## src/rtl/clt_pkg.sv

```systemverilog
package clt_pkg;

    // Characters that the splitting rules look at.
    localparam logic [7:0] CH_QUOTE  = 8'h22;
    localparam logic [7:0] CH_BSLASH = 8'h5C;
    localparam logic [7:0] CH_TAB    = 8'h09;
    localparam logic [7:0] CH_SPACE  = 8'h20;

    // One character can cause at most this many result words.
    localparam int RES_SLOTS = 3;
    localparam int SLOT_BITS = 2;

    // Tokenizer phase.
    typedef enum logic [2:0] {
        PH_START        = 3'd0,
        PH_FIRST_PLAIN  = 3'd1,
        PH_FIRST_QUOTED = 3'd2,
        PH_SKIP         = 3'd3,
        PH_ARG          = 3'd4
    } t_phase;

    // Kind of a result word.
    typedef enum logic [1:0] {
        K_RUN     = 2'd0,
        K_ARGEND  = 2'd1,
        K_LINEEND = 2'd2
    } t_kind;

    // One result word without its last flag.
    typedef struct packed {
        t_kind       kind;
        logic [7:0]  out_char;
        logic [7:0]  repeat_res;
        logic [15:0] arg_total;
    } t_result;

    // All result words caused by one character.
    typedef struct packed {
        t_result [RES_SLOTS-1:0] item;
        logic [SLOT_BITS-1:0]    count;
    } t_group;

endpackage

```

## src/rtl/clt_in_if.sv

```systemverilog
interface clt_in_if;
    logic       valid;
    logic       ready;
    logic [7:0] ch;
    logic       end_of_line;

    modport source (output valid, output ch, output end_of_line, input ready);
    modport sink (input valid, input ch, input end_of_line, output ready);
endinterface

```

## src/rtl/clt_out_if.sv

```systemverilog
interface clt_out_if;
    logic        valid;
    logic        ready;
    logic [1:0]  kind;
    logic [7:0]  out_char;
    logic [7:0]  repeat_res;
    logic [15:0] arg_total;
    logic        last;

    modport source (output valid, output kind, output out_char, output repeat_res,
                    output arg_total, output last, input ready);
    modport sink (input valid, input kind, input out_char, input repeat_res,
                  input arg_total, input last, output ready);
endinterface

```

## src/rtl/command_line_tokenizer.sv

```systemverilog
// Splits a command line into arguments, taking one character word per cycle on i_in
// while the input is ready, and gives out result words on o_out: runs of one
// character, argument ends and a final line end carrying the argument count. Plain
// text streams at one character per cycle while o_out takes each word; a character
// that causes several words (at most three, as at the line end) holds the input
// until the three-entry result register, which drains one word per cycle while
// o_out is ready, hands out its last one; a character that causes no word (a backslash,
// an opening quote, a blank between arguments) does not hold it. The input is ready
// whenever the result register is empty or its last word is taken in that cycle.
// Backslash runs and the argument count saturate at RUN_COUNT_BITS and
// ARG_COUNT_BITS; repeat_res and arg_total show the low 8 and 16 bits of them.
module command_line_tokenizer #(
    parameter int RUN_COUNT_BITS = 8,
    parameter int ARG_COUNT_BITS = 16
) (
    input  logic      i_clk,
    input  logic      i_rst_n,
    clt_in_if.sink    i_in,
    clt_out_if.source o_out
);

    logic             accept;
    logic             room;
    clt_pkg::t_group  grp;
    clt_pkg::t_result head;

    // Input handshake.
    assign i_in.ready = room;
    assign accept     = i_in.valid && room;

    // Tokenizer state and per-character decode.
    clt_step #(
        .RUN_COUNT_BITS (RUN_COUNT_BITS),
        .ARG_COUNT_BITS (ARG_COUNT_BITS)
    ) u_step (
        .i_clk    (i_clk),
        .i_rst_n  (i_rst_n),
        .i_accept (accept),
        .i_ch     (i_in.ch),
        .i_eol    (i_in.end_of_line),
        .o_grp    (grp)
    );

    // Result register that hands out one word per cycle while o_out is ready.
    clt_result_queue u_queue (
        .i_clk   (i_clk),
        .i_rst_n (i_rst_n),
        .i_load  (accept),
        .i_grp   (grp),
        .i_take  (o_out.ready),
        .o_valid (o_out.valid),
        .o_head  (head),
        .o_last  (o_out.last),
        .o_room  (room)
    );

    // Output word fields.
    assign o_out.kind       = head.kind;
    assign o_out.out_char   = head.out_char;
    assign o_out.repeat_res = head.repeat_res;
    assign o_out.arg_total  = head.arg_total;

endmodule

```

## src/rtl/clt_step.sv

```systemverilog
module clt_step #(
    parameter int RUN_COUNT_BITS = 8,
    parameter int ARG_COUNT_BITS = 16
) (
    input  logic            i_clk,
    input  logic            i_rst_n,
    input  logic            i_accept,
    input  logic [7:0]      i_ch,
    input  logic            i_eol,
    output clt_pkg::t_group o_grp
);

    localparam logic [RUN_COUNT_BITS-1:0] RUN_MAX = '1;
    localparam logic [ARG_COUNT_BITS-1:0] ARG_MAX = '1;

    clt_pkg::t_phase             r_phase, n_phase;
    logic [RUN_COUNT_BITS-1:0]   r_pend, n_pend;
    logic [1:0]                  r_qc, n_qc;
    logic                        r_iq, n_iq;
    logic [ARG_COUNT_BITS-1:0]   r_argc, n_argc;

    function automatic clt_pkg::t_result mk_res(clt_pkg::t_kind kind, logic [7:0] c,
                                                logic [7:0] rep, logic [15:0] total);
        clt_pkg::t_result r;
        r.kind       = kind;
        r.out_char   = c;
        r.repeat_res = rep;
        r.arg_total  = total;
        return r;
    endfunction

    // Next state and the result words of the current character.
    always_comb begin
        logic [RUN_COUNT_BITS-1:0] pb;
        logic [1:0]                qc;
        logic                      iq;
        clt_pkg::t_phase           ph;
        logic [ARG_COUNT_BITS-1:0] ac;
        logic [1:0]                k;
        logic                      blank;
        logic                      do_arg;
        logic [RUN_COUNT_BITS-1:0] half;

        pb     = r_pend;
        qc     = r_qc;
        iq     = r_iq;
        ph     = r_phase;
        ac     = r_argc;
        k      = '0;
        o_grp  = '0;
        do_arg = 1'b0;
        half   = r_pend >> 1;
        blank  = (i_ch == clt_pkg::CH_SPACE) || (i_ch == clt_pkg::CH_TAB);

        if (i_eol) begin
            // Flush the open argument, then report the count.
            if (ph == clt_pkg::PH_ARG) begin
                if (pb != '0) begin
                    o_grp.item[k] = mk_res(clt_pkg::K_RUN, clt_pkg::CH_BSLASH, 8'(pb), '0);
                    k = k + 2'd1;
                end
                o_grp.item[k] = mk_res(clt_pkg::K_ARGEND, '0, '0, '0);
                k = k + 2'd1;
            end else if (ph == clt_pkg::PH_FIRST_PLAIN || ph == clt_pkg::PH_FIRST_QUOTED) begin
                o_grp.item[k] = mk_res(clt_pkg::K_ARGEND, '0, '0, '0);
                k = k + 2'd1;
            end
            o_grp.item[k] = mk_res(clt_pkg::K_LINEEND, '0, '0, 16'(ac));
            k  = k + 2'd1;
            ph = clt_pkg::PH_START;
            pb = '0;
            qc = '0;
            iq = 1'b0;
            ac = '0;
        end else begin
            case (ph)
                clt_pkg::PH_FIRST_PLAIN: begin
                    if (blank) begin
                        o_grp.item[k] = mk_res(clt_pkg::K_ARGEND, '0, '0, '0);
                        k  = k + 2'd1;
                        ph = clt_pkg::PH_SKIP;
                    end else begin
                        o_grp.item[k] = mk_res(clt_pkg::K_RUN, i_ch, 8'd1, '0);
                        k = k + 2'd1;
                    end
                end
                clt_pkg::PH_FIRST_QUOTED: begin
                    if (i_ch == clt_pkg::CH_QUOTE) begin
                        o_grp.item[k] = mk_res(clt_pkg::K_ARGEND, '0, '0, '0);
                        k  = k + 2'd1;
                        ph = clt_pkg::PH_SKIP;
                    end else begin
                        o_grp.item[k] = mk_res(clt_pkg::K_RUN, i_ch, 8'd1, '0);
                        k = k + 2'd1;
                    end
                end
                clt_pkg::PH_SKIP: begin
                    // A non-blank character opens the next argument.
                    if (!blank) begin
                        if (ac != ARG_MAX) begin
                            ac = ac + 1'b1;
                        end
                        ph     = clt_pkg::PH_ARG;
                        pb     = '0;
                        qc     = '0;
                        iq     = 1'b0;
                        half   = '0;
                        do_arg = 1'b1;
                    end
                end
                clt_pkg::PH_ARG: begin
                    do_arg = 1'b1;
                end
                default: begin
                    // Start of line; codes that mean nothing act the same.
                    ac = ARG_COUNT_BITS'(1);
                    if (i_ch == clt_pkg::CH_QUOTE) begin
                        ph = clt_pkg::PH_FIRST_QUOTED;
                    end else if (blank) begin
                        o_grp.item[k] = mk_res(clt_pkg::K_ARGEND, '0, '0, '0);
                        k  = k + 2'd1;
                        ph = clt_pkg::PH_SKIP;
                    end else begin
                        o_grp.item[k] = mk_res(clt_pkg::K_RUN, i_ch, 8'd1, '0);
                        k  = k + 2'd1;
                        ph = clt_pkg::PH_FIRST_PLAIN;
                    end
                end
            endcase

            // Rules inside a later argument.
            if (do_arg) begin
                if (iq && i_ch == clt_pkg::CH_QUOTE) begin
                    // Another quote of a run: every third one is literal.
                    qc = qc + 2'd1;
                    if (qc == 2'd3) begin
                        o_grp.item[k] = mk_res(clt_pkg::K_RUN, clt_pkg::CH_QUOTE, 8'd1, '0);
                        k  = k + 2'd1;
                        qc = '0;
                    end
                end else begin
                    if (iq) begin
                        iq = 1'b0;
                        if (qc == 2'd2) begin
                            qc = '0;
                        end
                    end
                    if (blank && qc == 2'd0) begin
                        if (pb != '0) begin
                            o_grp.item[k] = mk_res(clt_pkg::K_RUN, clt_pkg::CH_BSLASH,
                                                   8'(pb), '0);
                            k = k + 2'd1;
                        end
                        pb = '0;
                        o_grp.item[k] = mk_res(clt_pkg::K_ARGEND, '0, '0, '0);
                        k  = k + 2'd1;
                        ph = clt_pkg::PH_SKIP;
                    end else if (i_ch == clt_pkg::CH_BSLASH) begin
                        if (pb != RUN_MAX) begin
                            pb = pb + 1'b1;
                        end
                    end else if (i_ch == clt_pkg::CH_QUOTE) begin
                        // Backslashes before a quote are halved.
                        if (half != '0) begin
                            o_grp.item[k] = mk_res(clt_pkg::K_RUN, clt_pkg::CH_BSLASH,
                                                   8'(half), '0);
                            k = k + 2'd1;
                        end
                        if (pb[0] == 1'b0) begin
                            qc = qc + 2'd1;
                        end else begin
                            o_grp.item[k] = mk_res(clt_pkg::K_RUN, clt_pkg::CH_QUOTE,
                                                   8'd1, '0);
                            k = k + 2'd1;
                        end
                        pb = '0;
                        iq = 1'b1;
                    end else begin
                        if (pb != '0) begin
                            o_grp.item[k] = mk_res(clt_pkg::K_RUN, clt_pkg::CH_BSLASH,
                                                   8'(pb), '0);
                            k = k + 2'd1;
                        end
                        pb = '0;
                        o_grp.item[k] = mk_res(clt_pkg::K_RUN, i_ch, 8'd1, '0);
                        k = k + 2'd1;
                    end
                end
            end
        end

        o_grp.count = k;
        n_phase     = ph;
        n_pend      = pb;
        n_qc        = qc;
        n_iq        = iq;
        n_argc      = ac;
    end

    // Tokenizer state advances on each accepted word.
    always_ff @(posedge i_clk) begin
        if (!i_rst_n) begin
            r_phase <= clt_pkg::PH_START;
            r_pend  <= '0;
            r_qc    <= '0;
            r_iq    <= 1'b0;
            r_argc  <= '0;
        end else if (i_accept) begin
            r_phase <= n_phase;
            r_pend  <= n_pend;
            r_qc    <= n_qc;
            r_iq    <= n_iq;
            r_argc  <= n_argc;
        end
    end

    // Backslashes are only held inside a later argument.
    a_pend_idle: assert property (@(posedge i_clk) disable iff (!i_rst_n)
        (r_phase == clt_pkg::PH_START || r_phase == clt_pkg::PH_SKIP) |-> r_pend == '0)
        else $error("backslashes held outside an argument");

    // Nothing has been counted at the start of a line.
    a_argc_start: assert property (@(posedge i_clk) disable iff (!i_rst_n)
        r_phase == clt_pkg::PH_START |-> r_argc == '0)
        else $error("argument count not cleared at start of line");

endmodule

```

## src/rtl/clt_result_queue.sv

```systemverilog
module clt_result_queue (
    input  logic             i_clk,
    input  logic             i_rst_n,
    input  logic             i_load,
    input  clt_pkg::t_group  i_grp,
    input  logic             i_take,
    output logic             o_valid,
    output clt_pkg::t_result o_head,
    output logic             o_last,
    output logic             o_room
);

    clt_pkg::t_result [clt_pkg::RES_SLOTS-1:0] r_item;
    logic [clt_pkg::SLOT_BITS-1:0]             r_cnt;

    // Head of the queue drives the output word.
    assign o_valid = (r_cnt != '0);
    assign o_head  = r_item[0];
    assign o_last  = (r_cnt == clt_pkg::SLOT_BITS'(1));
    assign o_room  = (r_cnt == '0) || (o_last && i_take);

    // Control: word count.
    always_ff @(posedge i_clk) begin
        if (!i_rst_n) begin
            r_cnt <= '0;
        end else if (i_load) begin
            r_cnt <= i_grp.count;
        end else if (o_valid && i_take) begin
            r_cnt <= r_cnt - 1'b1;
        end
    end

    // Payload: load a whole group or shift toward the head.
    always_ff @(posedge i_clk) begin
        if (i_load) begin
            r_item <= i_grp.item;
        end else if (o_valid && i_take) begin
            for (int i = 0; i < clt_pkg::RES_SLOTS - 1; i++) begin
                r_item[i] <= r_item[i+1];
            end
        end
    end

    // A new group never overwrites words still waiting.
    a_no_overrun: assert property (@(posedge i_clk) disable iff (!i_rst_n)
        i_load |-> (r_cnt == '0 || (r_cnt == clt_pkg::SLOT_BITS'(1) && i_take)))
        else $error("group loaded over pending words");

    // A stalled queue keeps its count.
    a_hold: assert property (@(posedge i_clk) disable iff (!i_rst_n)
        (o_valid && !i_take && !i_load) |=> $stable(r_cnt))
        else $error("word count changed while stalled");

    // The line end is always the final word of its group.
    a_lineend_last: assert property (@(posedge i_clk) disable iff (!i_rst_n)
        (o_valid && o_head.kind == clt_pkg::K_LINEEND) |-> o_last)
        else $error("line end word is not last");

endmodule

```

## src/flat_wrapper.sv

```systemverilog
// flat-port wrapper written by rule: the top's interface ports become plain ports
module command_line_tokenizer_flat 
#(
    parameter int RUN_COUNT_BITS = 8,
    parameter int ARG_COUNT_BITS = 16
)
  (i_clk, i_rst_n, i_in_valid, i_in_ch, i_in_end_of_line, i_in_ready, o_out_valid, o_out_kind, o_out_out_char, o_out_repeat_res, o_out_arg_total, o_out_last, o_out_ready);
  clt_in_if i_in_i ();
  clt_out_if o_out_i ();
  input  logic i_clk;
  input  logic i_rst_n;
  input wire logic [$bits(i_in_i.valid)-1:0] i_in_valid;
  input wire logic [$bits(i_in_i.ch)-1:0] i_in_ch;
  input wire logic [$bits(i_in_i.end_of_line)-1:0] i_in_end_of_line;
  output wire logic [$bits(i_in_i.ready)-1:0] i_in_ready;
  output wire logic [$bits(o_out_i.valid)-1:0] o_out_valid;
  output wire logic [$bits(o_out_i.kind)-1:0] o_out_kind;
  output wire logic [$bits(o_out_i.out_char)-1:0] o_out_out_char;
  output wire logic [$bits(o_out_i.repeat_res)-1:0] o_out_repeat_res;
  output wire logic [$bits(o_out_i.arg_total)-1:0] o_out_arg_total;
  output wire logic [$bits(o_out_i.last)-1:0] o_out_last;
  input wire logic [$bits(o_out_i.ready)-1:0] o_out_ready;
  assign i_in_i.valid = i_in_valid;
  assign i_in_i.ch = i_in_ch;
  assign i_in_i.end_of_line = i_in_end_of_line;
  assign i_in_ready = i_in_i.ready;
  assign o_out_valid = o_out_i.valid;
  assign o_out_kind = o_out_i.kind;
  assign o_out_out_char = o_out_i.out_char;
  assign o_out_repeat_res = o_out_i.repeat_res;
  assign o_out_arg_total = o_out_i.arg_total;
  assign o_out_last = o_out_i.last;
  assign o_out_i.ready = o_out_ready;
  command_line_tokenizer #(.RUN_COUNT_BITS(RUN_COUNT_BITS), .ARG_COUNT_BITS(ARG_COUNT_BITS)) u_core (.i_clk(i_clk), .i_rst_n(i_rst_n), .i_in(i_in_i), .o_out(o_out_i));
endmodule
```

## config.mk

```make
export PLATFORM = sky130hd
export DESIGN_NAME = command_line_tokenizer_flat
export DESIGN_NICKNAME = d
export VERILOG_FILES = /design/src/rtl/clt_pkg.sv /design/src/rtl/clt_in_if.sv /design/src/rtl/clt_out_if.sv /design/src/rtl/command_line_tokenizer.sv /design/src/rtl/clt_step.sv /design/src/rtl/clt_result_queue.sv /design/src/flat_wrapper.sv
export SDC_FILE = /design/constraint.sdc
export NUM_CORES = 1
export LEC_CHECK = 0
export BUFFER_PORTS_ARGS = -buffer_cell sky130_fd_sc_hd__buf_4
export CAP_MARGIN = 20
export CELL_PAD_IN_SITES_DETAIL_PLACEMENT = 1
export CELL_PAD_IN_SITES_GLOBAL_PLACEMENT = 2
export CORE_ASPECT_RATIO = 1.25
export CORE_MARGIN = 4
export CORE_UTILIZATION = 36
export CTS_CLUSTER_DIAMETER = 200
export DETAILED_ROUTE_END_ITERATION = 8
export PLACE_DENSITY = 0.75
export SETUP_SLACK_MARGIN = 0.05
export SYNTH_ARGS = -nofsm -noshare
export SYNTH_HDL_FRONTEND = slang
export SYNTH_SLANG_ARGS = --single-unit
```

## constraint.sdc

```tcl
create_clock -name i_clk -period 3.6 [get_ports i_clk]
set_clock_uncertainty 0.2 [all_clocks]
set_input_delay 0.72 -clock i_clk [delete_from_list [all_inputs] [get_ports i_clk]]
set_output_delay 0.72 -clock i_clk [all_outputs]
set_load 0.02 [all_outputs]
```

After elaboration in Yosys (flattened, before gate mapping):

Index checks and enable logic that the tools add are counted.

* flip-flop bits (word level): 134
* bits of input ports: 13
* output and inout bits: 37

* add/subtract/negate cells: 11
* order comparisons: 12
* equal/unequal tests: 16
* muxes and demuxes: 148
* bitwise logic cells: 12
* reduce and logical (&&, ||, !) cells: 25

Operator list (count)
* 102-bit two-way mux: 26
* 102-bit bitwise mux: 4
* 34-bit demux with 2-bit select: 6
* 34-bit two-way mux: 11
* 68-bit two-way mux: 4
* 99-bit NOT: 2
* 93-bit NOT: 2
* 33-bit two-way mux: 4
* 2-bit two-way mux: 51
* 33-bit by 99-bit AND with 99-bit output: 1
* 99-bit AND: 1
* 33-bit case mux with 3 select lines: 1
* 31-bit by 93-bit AND with 93-bit output: 1
* 93-bit AND: 1
* 8-bit two-way mux: 10
* 16-bit two-way mux: 3
* 16-bit case mux with 2 select lines: 1
* 31-bit two-way mux: 1
* 8-bit nonzero test: 3
* 3-bit two-way mux: 7
* 2-bit by 3-bit < comparator with 1-bit output, second input constant: 6
* 16-bit by 1-bit adder with 16-bit output, second input constant: 1
* 2-bit by 1-bit adder with 2-bit output, second input constant: 8
* 8-bit by 6-bit equality test with 1-bit output, second input constant: 2
* 29 further kinds: 67

Depth between registers and ports, before layout:

Gate-level depths: netlist of run 1.

* depth in word-level cells: 31
* gate-level depth with buffers: 17
* mapped depth without buffers: 15

Modules after synthesis:

From an unflattened synthesis of run 1, not the netlist that was laid out.

* cells, all modules: 748
* area total of the unflattened synthesis: 8206.6 sq um

By module, submodules not included
* clt_result_queue: times used 1, cells each 231, area an instance 4636.9 sq um, seq. area each 3103.0 sq um
* clt_step: times used 1, cells each 516, area an instance 3563.4 sq um, seq. area each 600.6 sq um
* command_line_tokenizer: times used 1, cells each 1, area an instance 6.3 sq um, seq. area each 0.0 sq um

Worst setup path before layout of run 1:

Ideal clock, no wire load.

* path kind: input port to flip-flop
* start: in i_in_ch[3]
* end: reg u_core.u_queue.r_item (netlist bit u_core.u_queue.o_head[16]) (data pin)
* setup time: 0.265 ns
* arrival: 3.467 ns
* setup slack: -0.332 ns
* stages: 17
* buffers on the path: 2
* cell sequence: buf_2 > or3b_2 > a211oi_2 > nor2_1 > nor2_1 > inv_1 > ha_1 > o21ai_1 > inv_1 > ha_1 > buf_1 > nor2_1 > nand2_1 > a31oi_1 > o21ai_0 > a221oi_1 > o21ai_1

* longest elaborated chain between the ends: 26

RTL lines
* start, declared: line flat_wrapper.sv:13 `input wire logic [$bits(i_in_i.ch)-1:0] i_in_ch;`
* parallel branches: the longest is 23 deep, another holds 2-bit by 1-bit adder with 2-bit output
* 102-bit two-way mux (*): line clt_step.sv:132 `if (do_arg) begin`
* 102-bit two-way mux (*): line clt_step.sv:55 `if (i_eol) begin`
* 68-bit two-way mux (*): line clt_result_queue.sv:35 `if (i_load) begin`
* end signal, assigned: line clt_result_queue.sv:36 `r_item <= i_grp.item;`
* end signal, assigned by index: line clt_result_queue.sv:39 `r_item[i] <= r_item[i+1];`
* end, declared: line clt_result_queue.sv:13 `clt_pkg::t_result [clt_pkg::RES_SLOTS-1:0] r_item;`

Every way passes the cells marked *. The select of a mux whose other input is x is not followed.
A chain may end at the register's enable or synchronous reset.

Final worst setup path of run 1:

* start: in i_in_ch[6]
* end: reg u_core.u_queue.r_item (netlist bit u_core.u_queue.o_head[28]) (data pin)

* longest elaborated chain between the ends: 27

RTL lines (line)
* parallel branches: the longest is 24 deep, another holds 2-bit by 1-bit adder with 2-bit output
* 102-bit two-way mux (*): clt_step.sv:132
* 102-bit two-way mux (*): clt_step.sv:55
* 68-bit two-way mux (*): clt_result_queue.sv:35

Marks and branches as above.

==> results of run 1 <==
[worst register-to-register path, stage by stage (launching register included)]
cell       delay [ns]
dfxtp_1          0.34
nor2b_1          0.34
nand2_2          0.24
o21ai_4          0.20
buf_4            0.13
clkinv_1         0.13
ha_1             0.24
nand3_1          0.12
nor3_1           0.08
buf_4            0.14
a2111oi_2        0.46
nand3_1          0.15
and3_1           0.19
o21ai_1          0.11
a21oi_1          0.07
[through the flow]
| stage | setup WS [ns] | instances |
|---|---|---|
| finish | 0.168 | 1068 |
| global route | 0.0580 | 1068 |
| CTS | 0.134 | 1068 |
| detailed placement | -0.310 | 1036 |
| global placement | -0.315 | 1036 |
| floorplan | -0.00760 | 713 |
[power by group]
group          internal [W]  switching (W)  total (W)
clock network      0.000971       0.000735    0.00171
logic              0.000387       0.000630    0.00102
registers           0.00189      0.0000758    0.00197
total               0.00325        0.00144    0.00469
[worst max-delay path by stage]
stage | startpoint | cells after the start | slack [ns] | end
final | i_in_ch[6] | 12 | 0.17 | u_core.u_queue.o_head[28]
after global routing | i_in_ch[6] | 12 | 0.06 | u_core.u_queue.o_head[28]
after CTS | i_in_ch[6] | 13 | 0.13 | u_core.u_queue.o_head[30]
after detailed placement | i_in_ch[6] | 16 | -0.31 | u_core.u_queue.o_head[16]
after global placement | i_in_ch[6] | 13 | -0.31 | u_core.u_queue.o_head[30]
after floorplan | i_in_ch[2] | 16 | -0.008 | u_core.u_queue.o_head[16]
[area by class of cell]
class	count	area share, %
tap	265	3.80
multi-input combinational	485	36.5
clock buffer	17	4.87
timing repair buffer	139	12.2
clock inverter	15	1.72
inverter	20	0.860
sequential	127	40.0
[placed cells by master (no fill, tap or decap), types with 5 or more instances in the layout]
cell type,n
a21o_1,6
a21oi_1,44
a221o_1,5
a22o_1,39
a22oi_1,6
a31oi_1,10
and2_1,31
buf_4,137
clkbuf_16,17
conb_1,7
dfxtp_1,32
edfxtp_1,95
ha_1,10
inv_1,17
inv_6,6
nand2_1,58
nand3_1,30
nand4_1,9
nor2_1,50
nor3_1,12
o211ai_1,5
o21ai_0,29
o21ai_1,11
xor2_1,14
[flip-flops by register name (all words and copies together), names as in the netlist]
name / count
u_core.u_queue.r_item: 61
u_core.u_queue.o_head: 34
u_core.u_step.r_argc: 16
u_core.u_step.r_pend: 8
u_core.u_step.r_phase: 3
u_core.u_queue.r_cnt: 2
u_core.u_step.r_qc: 2
u_core.u_step.r_iq: 1
[layer usage]
layer	up-vias	track usage, %	routed length, microns
met5	-	0	0
met4	0	9.96	849
met3	56	3.50	676
met2	119	38.2	12000
met1	2993	24.6	9250
li1	2777	-	-
[kinds of logic after synthesis]
family	Yosys count	share of synthesized area (%)
AND/OR/NAND/NOR	232	16.6
AO/OA/AOI/OAI	211	21.5
adder cells (fa/ha/maj)	13	2.29
buffers and inverters	101	7.58
multiplexers	4	0.582
XOR/XNOR	18	2.22
flip-flops	127	49.2
other	1	0.0528
==> flow_summary.ini, run 1 <==
[route]
drc_errors = 0
num_vias = 5945
drtIter0Drc = 329
route.detailed.wl_per_inst_microns = 21.3
ant_nets = 0
vias_per_cell = 5.57
drt_wl_total_microns = 22800
drt_pass1_iterations = 5

[placement]
port-buffer-count = 49
gp_congestion = 0.937
place_area_sq_mm = 0.00813
dpl.hpwl_microns = 16300

[finish]
final-seq-area_sq_mm = 0.00349
nFillCells = 2186
fin_area_sq_mm = 0.00873
antenna_cells = 0
fin_nets = 816
multi_input_area_sq_mm = 0.00319
fin_util_pct = 45.0
drive_gt1_share_pct = 25.5
syn_to_final_growth_pct = 23.1

[die]
rows = 57
start_util_pct = 36.6
design.die.area_sq_mm = 0.0220
coreArea_sq_mm = 0.0194
die_w_microns = 134
fp.dieH_microns = 165
ioPinCount = 50

[synth]
ys_ff_latch = 127
synth_edf_count = 95
yosysSeqAreaShare_pct = 49.2
yosysTopAreaCell = edfxtp_1
yosysMostFrequentCell = edfxtp_1
yosysTopAreaCellShare_pct = 40.2
ys_async_sr_fraction_pct = 0
syn_area_per_cell_sq_um = 10.0
yosysWarnings = 0
synth_commonest_cells = edfxtp_1 (95), nand2_1 (61), nor2_1 (53)
syn_area_sq_mm = 0.00710
yosysUniqueCellTypes = 80
synthCells = 707
synthFlopType = edfxtp_1
synthTopCellsByArea = edfxtp_1 (40%), dfxtp_1 (9.0%), a22o_1 (4.8%)

[critical_path]
crit_path_frequent_cell = or4_4
end_kind = flip-flop
arrival_ns = 3.52
r2r_cells = 14
r2r_end = u_core.u_step.r_pend[5]
startpoint_type = input port
crit_fanout = 3
slowest_stage = or4_4
r2r_slack_ns = 0.33
cpPeakStageDelay_ns = 0.57
path_cells = buf_4 > or4_4 > a211o_1 > nand2_8 > nand3_1 > ha_4 > inv_1 > a2111o_1 > nand2b_1 > or4_4 > a311o_1 > a21oi_1
critPathTopFamily = simple AND/OR/NAND/NOR gates
required_ns = 3.68
crit_buf_inv = 2
r2r_start = u_core.u_step.r_phase[1]
crit_type = in -> reg

[global_route]
grt_use_total_pct = 21.2
grt_pass1_vias = 6386
antenna_found_initial = 0
grt_pass1_wl_microns = 35900
grt_overflow = 0
grt_max_degree = 61

[timing]
fin_crit_sh_pct = 95.3
finalSetupTns_ns = 0
rsz0062_at_grt = no
final-hold-violation-count = 0
worst_pin_slew_ns = 0.996
slew-limit-headroom_pct = 33.0
fmax_ghz = 0.291
setup_viol = 0
min_period_ns = 3.43
timing.hold.ws_ns = 0.330
slew_violations = 0

[clocking]
cts_tree = yes
clock_sinks = 127
cts_max_path_buffers = 2
clk_pin_slew_worst_paths_ns = 0.06
cts_hold_buf = 0
clk_latency_ns = 0.43
cts_setup_buffers = 0
htreeDepth = 4
clock-root-buffer = clkbuf_16
post_cts_resized = 0
cts_buffers = 17

[flow_run]
maxCapViolCount = 0

[power_and_ir_drop]
powerDensity_mw_per_mm2 = 537
ir_worst_vdd_uv = 307
finalPower_w = 0.00469
p_leak_nw = 3.30

[worst_hold_path]
worstHoldPathType = reg -> reg
worstHoldStart = u_core.u_queue.r_item[67]
worstHoldEndpoint = u_core.u_queue.o_head[33]
min_path_cells = 1

[status]
status = completed
No activity file was read; power rests on OpenSTA's default activity.
==> run 2, diff against run 1 <==
- PLACE_DENSITY: 0.75 -> unset
- PLACE_DENSITY_LB_ADDON: unset -> 0.1
==> run 2 against run 1 <==
- global-route usage grew 1.0 points
- sequential share of layout area is essentially flat
- core utilization is essentially flat
- non-clock buffer count grew 2
- routed wire length grew 4.7%
- combinational power is essentially flat
- worst setup slack gained 0.026 ns
- first-iteration DRC count shrank 9.1%
- worst hold slack lost 0.0021 ns
- fmax grew 0.75%
==> flow_summary.ini, run 2 (synthesis results as in run 1) <==
[global_route]
grt_use_total_pct = 22.2
antenna_found_initial = 0
grt_overflow = 0
grt_max_degree = 73
grt_pass1_vias = 6259
grt_pass1_wl_microns = 37100

[finish]
syn_to_final_growth_pct = 23.2
regMostFlops = u_core.u_queue.r_item
drive_gt1_share_pct = 25.7
fin_area_sq_mm = 0.00874
antenna_cells = 0
largest_reg_flops = 61
layout_common_cells = buf_4 (139), edfxtp_1 (95), nand2_1 (59)
fin_nets = 818
layout_commonest_cell = buf_4

[critical_path]
slowest_stage = or4_4
startpoint_type = input port
crit_path_start = i_in_ch[6]
r2r_slack_ns = 0.30
arrival_ns = 3.46
crit_fanout = 4
crit_type = in -> reg
endpoint = u_core.u_queue.o_head[30]
r2r_start = u_core.u_step.r_phase[1]
r2r_end = u_core.u_queue.o_head[26]
r2r_cells = 13
path_cells = buf_4 > or4_4 > a211oi_4 > buf_4 > o21ai_4 > ha_2 > o21ai_2 > inv_1 > ha_2 > inv_1 > nand2_1 > o311ai_4 > a211oi_1 > o31ai_1
end_kind = flip-flop
cpPeakStageDelay_ns = 0.57
required_ns = 3.65

[power_and_ir_drop]
ir_worst_vdd_uv = 311
p_leak_nw = 3.30
powerDensity_mw_per_mm2 = 537

[clocking]
cts_max_path_buffers = 2
htreeDepth = 4
cts_buffers = 17
cts_tree = yes
clk_latency_ns = 0.44
clock_sinks = 127
clock-root-buffer = clkbuf_16
cts_hold_buf = 0
clk_pin_slew_worst_paths_ns = 0.06

[die]
coreArea_sq_mm = 0.0194
start_util_pct = 36.6
fp.dieH_microns = 165
rows = 57
ioPinCount = 50
design.die.area_sq_mm = 0.0220
die_w_microns = 134

[timing]
rsz0062_at_grt = no
final-hold-violation-count = 0
fin_crit_sh_pct = 94.6
slew_violations = 0
fmax_ghz = 0.294
min_period_ns = 3.41
worst_pin_slew_ns = 1.02
timing.hold.ws_ns = 0.328
setup_viol = 0
slew-limit-headroom_pct = 31.3

[placement]
dpl.hpwl_microns = 17200
place_area_sq_mm = 0.00815
port-buffer-count = 49
gp_congestion = 0.959

[route]
drt_wl_total_microns = 23900
num_vias = 5964
drt_pass1_iterations = 8
route.detailed.wl_per_inst_microns = 22.3
drc_errors = 0
drtIter0Drc = 299
ant_nets = 0
vias_per_cell = 5.57

[worst_hold_path]
worstHoldPathType = reg -> reg

[status]
status = completed

[flow_run]
maxCapViolCount = 0
run 2: cell count changes in the layout (fill, tap and decap cells not counted), sizes merged:
cell / before / now
inv: 26 / 28
clkinv: 6 / 5
bufinv: 1 / 0
buf: 139 / 141
run 2: metal layers:
layer  GRT usage, %  routed length, microns  share of wire [%]  vias to the layer above
met4           7.53                     547                2.3                        0
met3           3.60                     743                3.1                       35
met1           26.1                    9930                 42                     3002
li1               -                       -                  -                     2786
met2           41.1                   12600                 53                      141
met5              0                       0                  0                        -
run 2: through the flow:
stage	setup slack, ns	util [%]	total power [W]	TNS, ns	cells
final	0.193	45.1	0.00469	0	1070
after global placement	-0.286	42.0	0.00301	-4.25	1038
after detailed placement	-0.268	42.0	0.00304	-5.37	1038
after CTS	0.170	44.9	0.00475	0	1070
after floorplan	-0.00760	-	0.00272	-0.0117	713
after global routing	0.0813	45.1	0.00492	0	1070
run 2: final cells by class:
class                           count  area (sq um)
Clock inverter                     15           145
Clock buffer                       17           425
Fill cell                        2158         10700
Inverter                           20          75.1
Timing Repair Buffer              141          1080
Multi-Input combinational cell    485          3190
Tap cell                          265           332
Sequential cell                   127          3490
run 2: critical path, delay by kind of cell:
family          cells  cell delay [ns]
buf+inv             4             0.46
simple gates        2             0.72
fa+ha+maj           2             0.44
compound gates      6             1.12
run 2: worst min-delay path by stage:
stage | slack [ns] | to | from | depth (start not counted)
6_report | 0.33 | u_core.u_queue.r_item[67] | u_core.u_queue.r_item[101] | 1
5_1_grt | 0.34 | u_core.u_queue.r_item[67] | u_core.u_queue.r_item[101] | 1
4_1_cts | 0.34 | u_core.u_queue.r_item[67] | u_core.u_queue.r_item[101] | 1
3_5_place_dp | 0.32 | u_core.u_queue.r_item[67] | u_core.u_queue.r_item[101] | 1
3_3_place_gp | 0.31 | u_core.u_queue.r_item[67] | u_core.u_queue.r_item[101] | 1
2_1_floorplan | 0.28 | u_core.u_step.r_pend[1] | u_core.u_step.r_pend[1] | 2
run 2: repair_timing:
action | in CTS | in global routing
setup endpoints to repair | 0 | 7
buffers inserted | 0 | 0
gates resized for setup | 0 | 4
run 2: power by group:
group	switching (W)	internal, W	total (W)
Combinational	0.000632	0.000387	0.00102
Clock	0.000780	0.000919	0.00170
Sequential	0.0000792	0.00189	0.00197
==> run 3, diff against run 2 <==
- CORE_UTILIZATION: 36 -> 40
- HOLD_SLACK_MARGIN: unset -> 0.08
- REMOVE_ABC_BUFFERS: unset -> 1
- clock period: 3.6 -> 3.5 ns (I/O delays scaled with it)
==> run 3 against run 2 <==
- count of clock-buffer cells in the layout did not move
- register-to-register slack got worse by 0.10 ns
- sequential cell count did not move
- sequential power rose by 3%
- largest cell class unchanged
==> flow_summary.ini, run 3 (synthesis results as in run 1) <==
[status]
status = completed

[power_and_ir_drop]
ir_worst_vdd_uv = 328
p_leak_nw = 3.36
powerDensity_mw_per_mm2 = 563

[clocking]
clk_pin_slew_worst_paths_ns = 0.07
cts_buffers = 17
cts_max_path_buffers = 2
cts_tree = yes
clock_sinks = 127
clk_latency_ns = 0.42
htreeDepth = 4
clock-root-buffer = clkbuf_16

[critical_path]
end_kind = flip-flop
startpoint_type = input port
crit_buf_inv = 3
slowest_stage = or4_4
critPathTopFamily = simple AND/OR/NAND/NOR gates
cpPeakStageDelay_ns = 0.56
crit_fanout = 4
crit_type = in -> reg
required_ns = 3.58
path_cells = buf_4 > or4_4 > buf_4 > a211o_1 > nand2_4 > nand3_1 > ha_2 > inv_1 > a2111o_1 > nand2b_1 > or4_4 > a311o_1 > a21oi_2
arrival_ns = 3.44

[route]
num_vias = 6116
ant_nets = 0
route.detailed.wl_per_inst_microns = 23.6
drc_errors = 0
drt_wl_total_microns = 24500
drtIter0Drc = 359
vias_per_cell = 5.88
drt_pass1_iterations = 5

[die]
start_util_pct = 40.7
rows = 54
design.die.area_sq_mm = 0.0199
fp.dieH_microns = 157
ioPinCount = 50
die_w_microns = 127
coreArea_sq_mm = 0.0174

[timing]
min_period_ns = 3.37
slew_violations = 0
fin_crit_sh_pct = 96.2
timing.hold.ws_ns = 0.331
setup_viol = 0
slew-limit-headroom_pct = 44.1
finalSetupTns_ns = 0
fmax_ghz = 0.297
rsz0062_at_grt = yes
final-hold-violation-count = 0
worst_pin_slew_ns = 0.830

[finish]
syn_to_final_growth_pct = 23.6
layout_commonest_cell = buf_4
nFillCells = 1912
layout_common_cells = buf_4 (151), edfxtp_1 (95), nand2_1 (60)
antenna_cells = 0
multi_input_area_sq_mm = 0.00316
fin_nets = 830
regMostFlops = u_core.u_queue.r_item
drive_gt1_share_pct = 26.9
largest_reg_flops = 61
final-seq-area_sq_mm = 0.00349

[global_route]
antenna_found_initial = 0
grt_overflow = 0
grt_use_total_pct = 25.0
grt_pass1_vias = 6490
grt_pass1_wl_microns = 38100
grt_max_degree = 47

[placement]
gp_congestion = 0.943
port-buffer-count = 49
dpl.hpwl_microns = 18000

[worst_hold_path]
worstHoldPathType = reg -> reg

[flow_run]
maxCapViolCount = 0
run 3: cell count changes in the layout (fill, tap and decap cells not counted), sizes merged:
cell    delta
buf       +12
bufinv     +1
inv        -1
run 3: layer usage:
layer  vias up  global-route usage, %  wire length (microns)
met5         -                      0                      0
met4         0                   10.1                   1030
met1      3107                   28.6                   9790
li1       2804                      -                      -
met2       145                   46.7                  12900
met3        60                   3.73                    854
run 3: cell type report:
type                       count  area share, %
sequential                   127           39.8
multi-input combinational    485           36.0
timing repair buffer         153           13.4
clock buffer                  17           4.85
tap                          224           3.19
clock inverter                15           1.91
inverter                      20          0.856
run 3: path summary, 6_finish.rpt:
kind                             startpoint                   endpoint  slack [ns]  cells past startpoint
hold / removal    u_core.u_queue.r_item[67]  u_core.u_queue.o_head[33]        0.33                      1
setup reg to reg   u_core.u_step.r_phase[1]  u_core.u_queue.o_head[16]        0.20                     12
hold reg to reg   u_core.u_queue.r_item[67]  u_core.u_queue.o_head[33]        0.33                      1
setup / recovery                 i_in_ch[2]  u_core.u_queue.o_head[28]        0.13                     13
run 3: timing repair:
| item | 4_1_cts | 5_1_grt |
|---|---|---|
| setup buffers | 0 | 1 |
| pin swaps | 1 | 5 |
| endpoints found under the setup margin | 4 | 21 |
| hold buffers | 0 | 0 |
| resized for setup | 2 | 14 |
run 3: power breakdown:
part           internal [W]  total [W]  leakage [nW]  switching, W
clock network       0.00102    0.00181         0.286      0.000794
logic              0.000426    0.00110          1.86      0.000670
registers           0.00194    0.00203          1.21     0.0000855
run 3: stage by stage:
stage / total power (W) / instance area (sq um) / instances / util [%] / worst slack [ns]
floorplan: 0.00263 / 6660 / 632 / - / -1.33
global placement: 0.00312 / 8110 / 1008 / 46.5 / -0.398
detailed placement: 0.00315 / 8110 / 1008 / 46.5 / -0.416
CTS: 0.00496 / 8710 / 1040 / 50.0 / 0.0598
global route: 0.00514 / 8770 / 1041 / 50.3 / 0.0165
finish: 0.00494 / 8770 / 1041 / 50.3 / 0.135
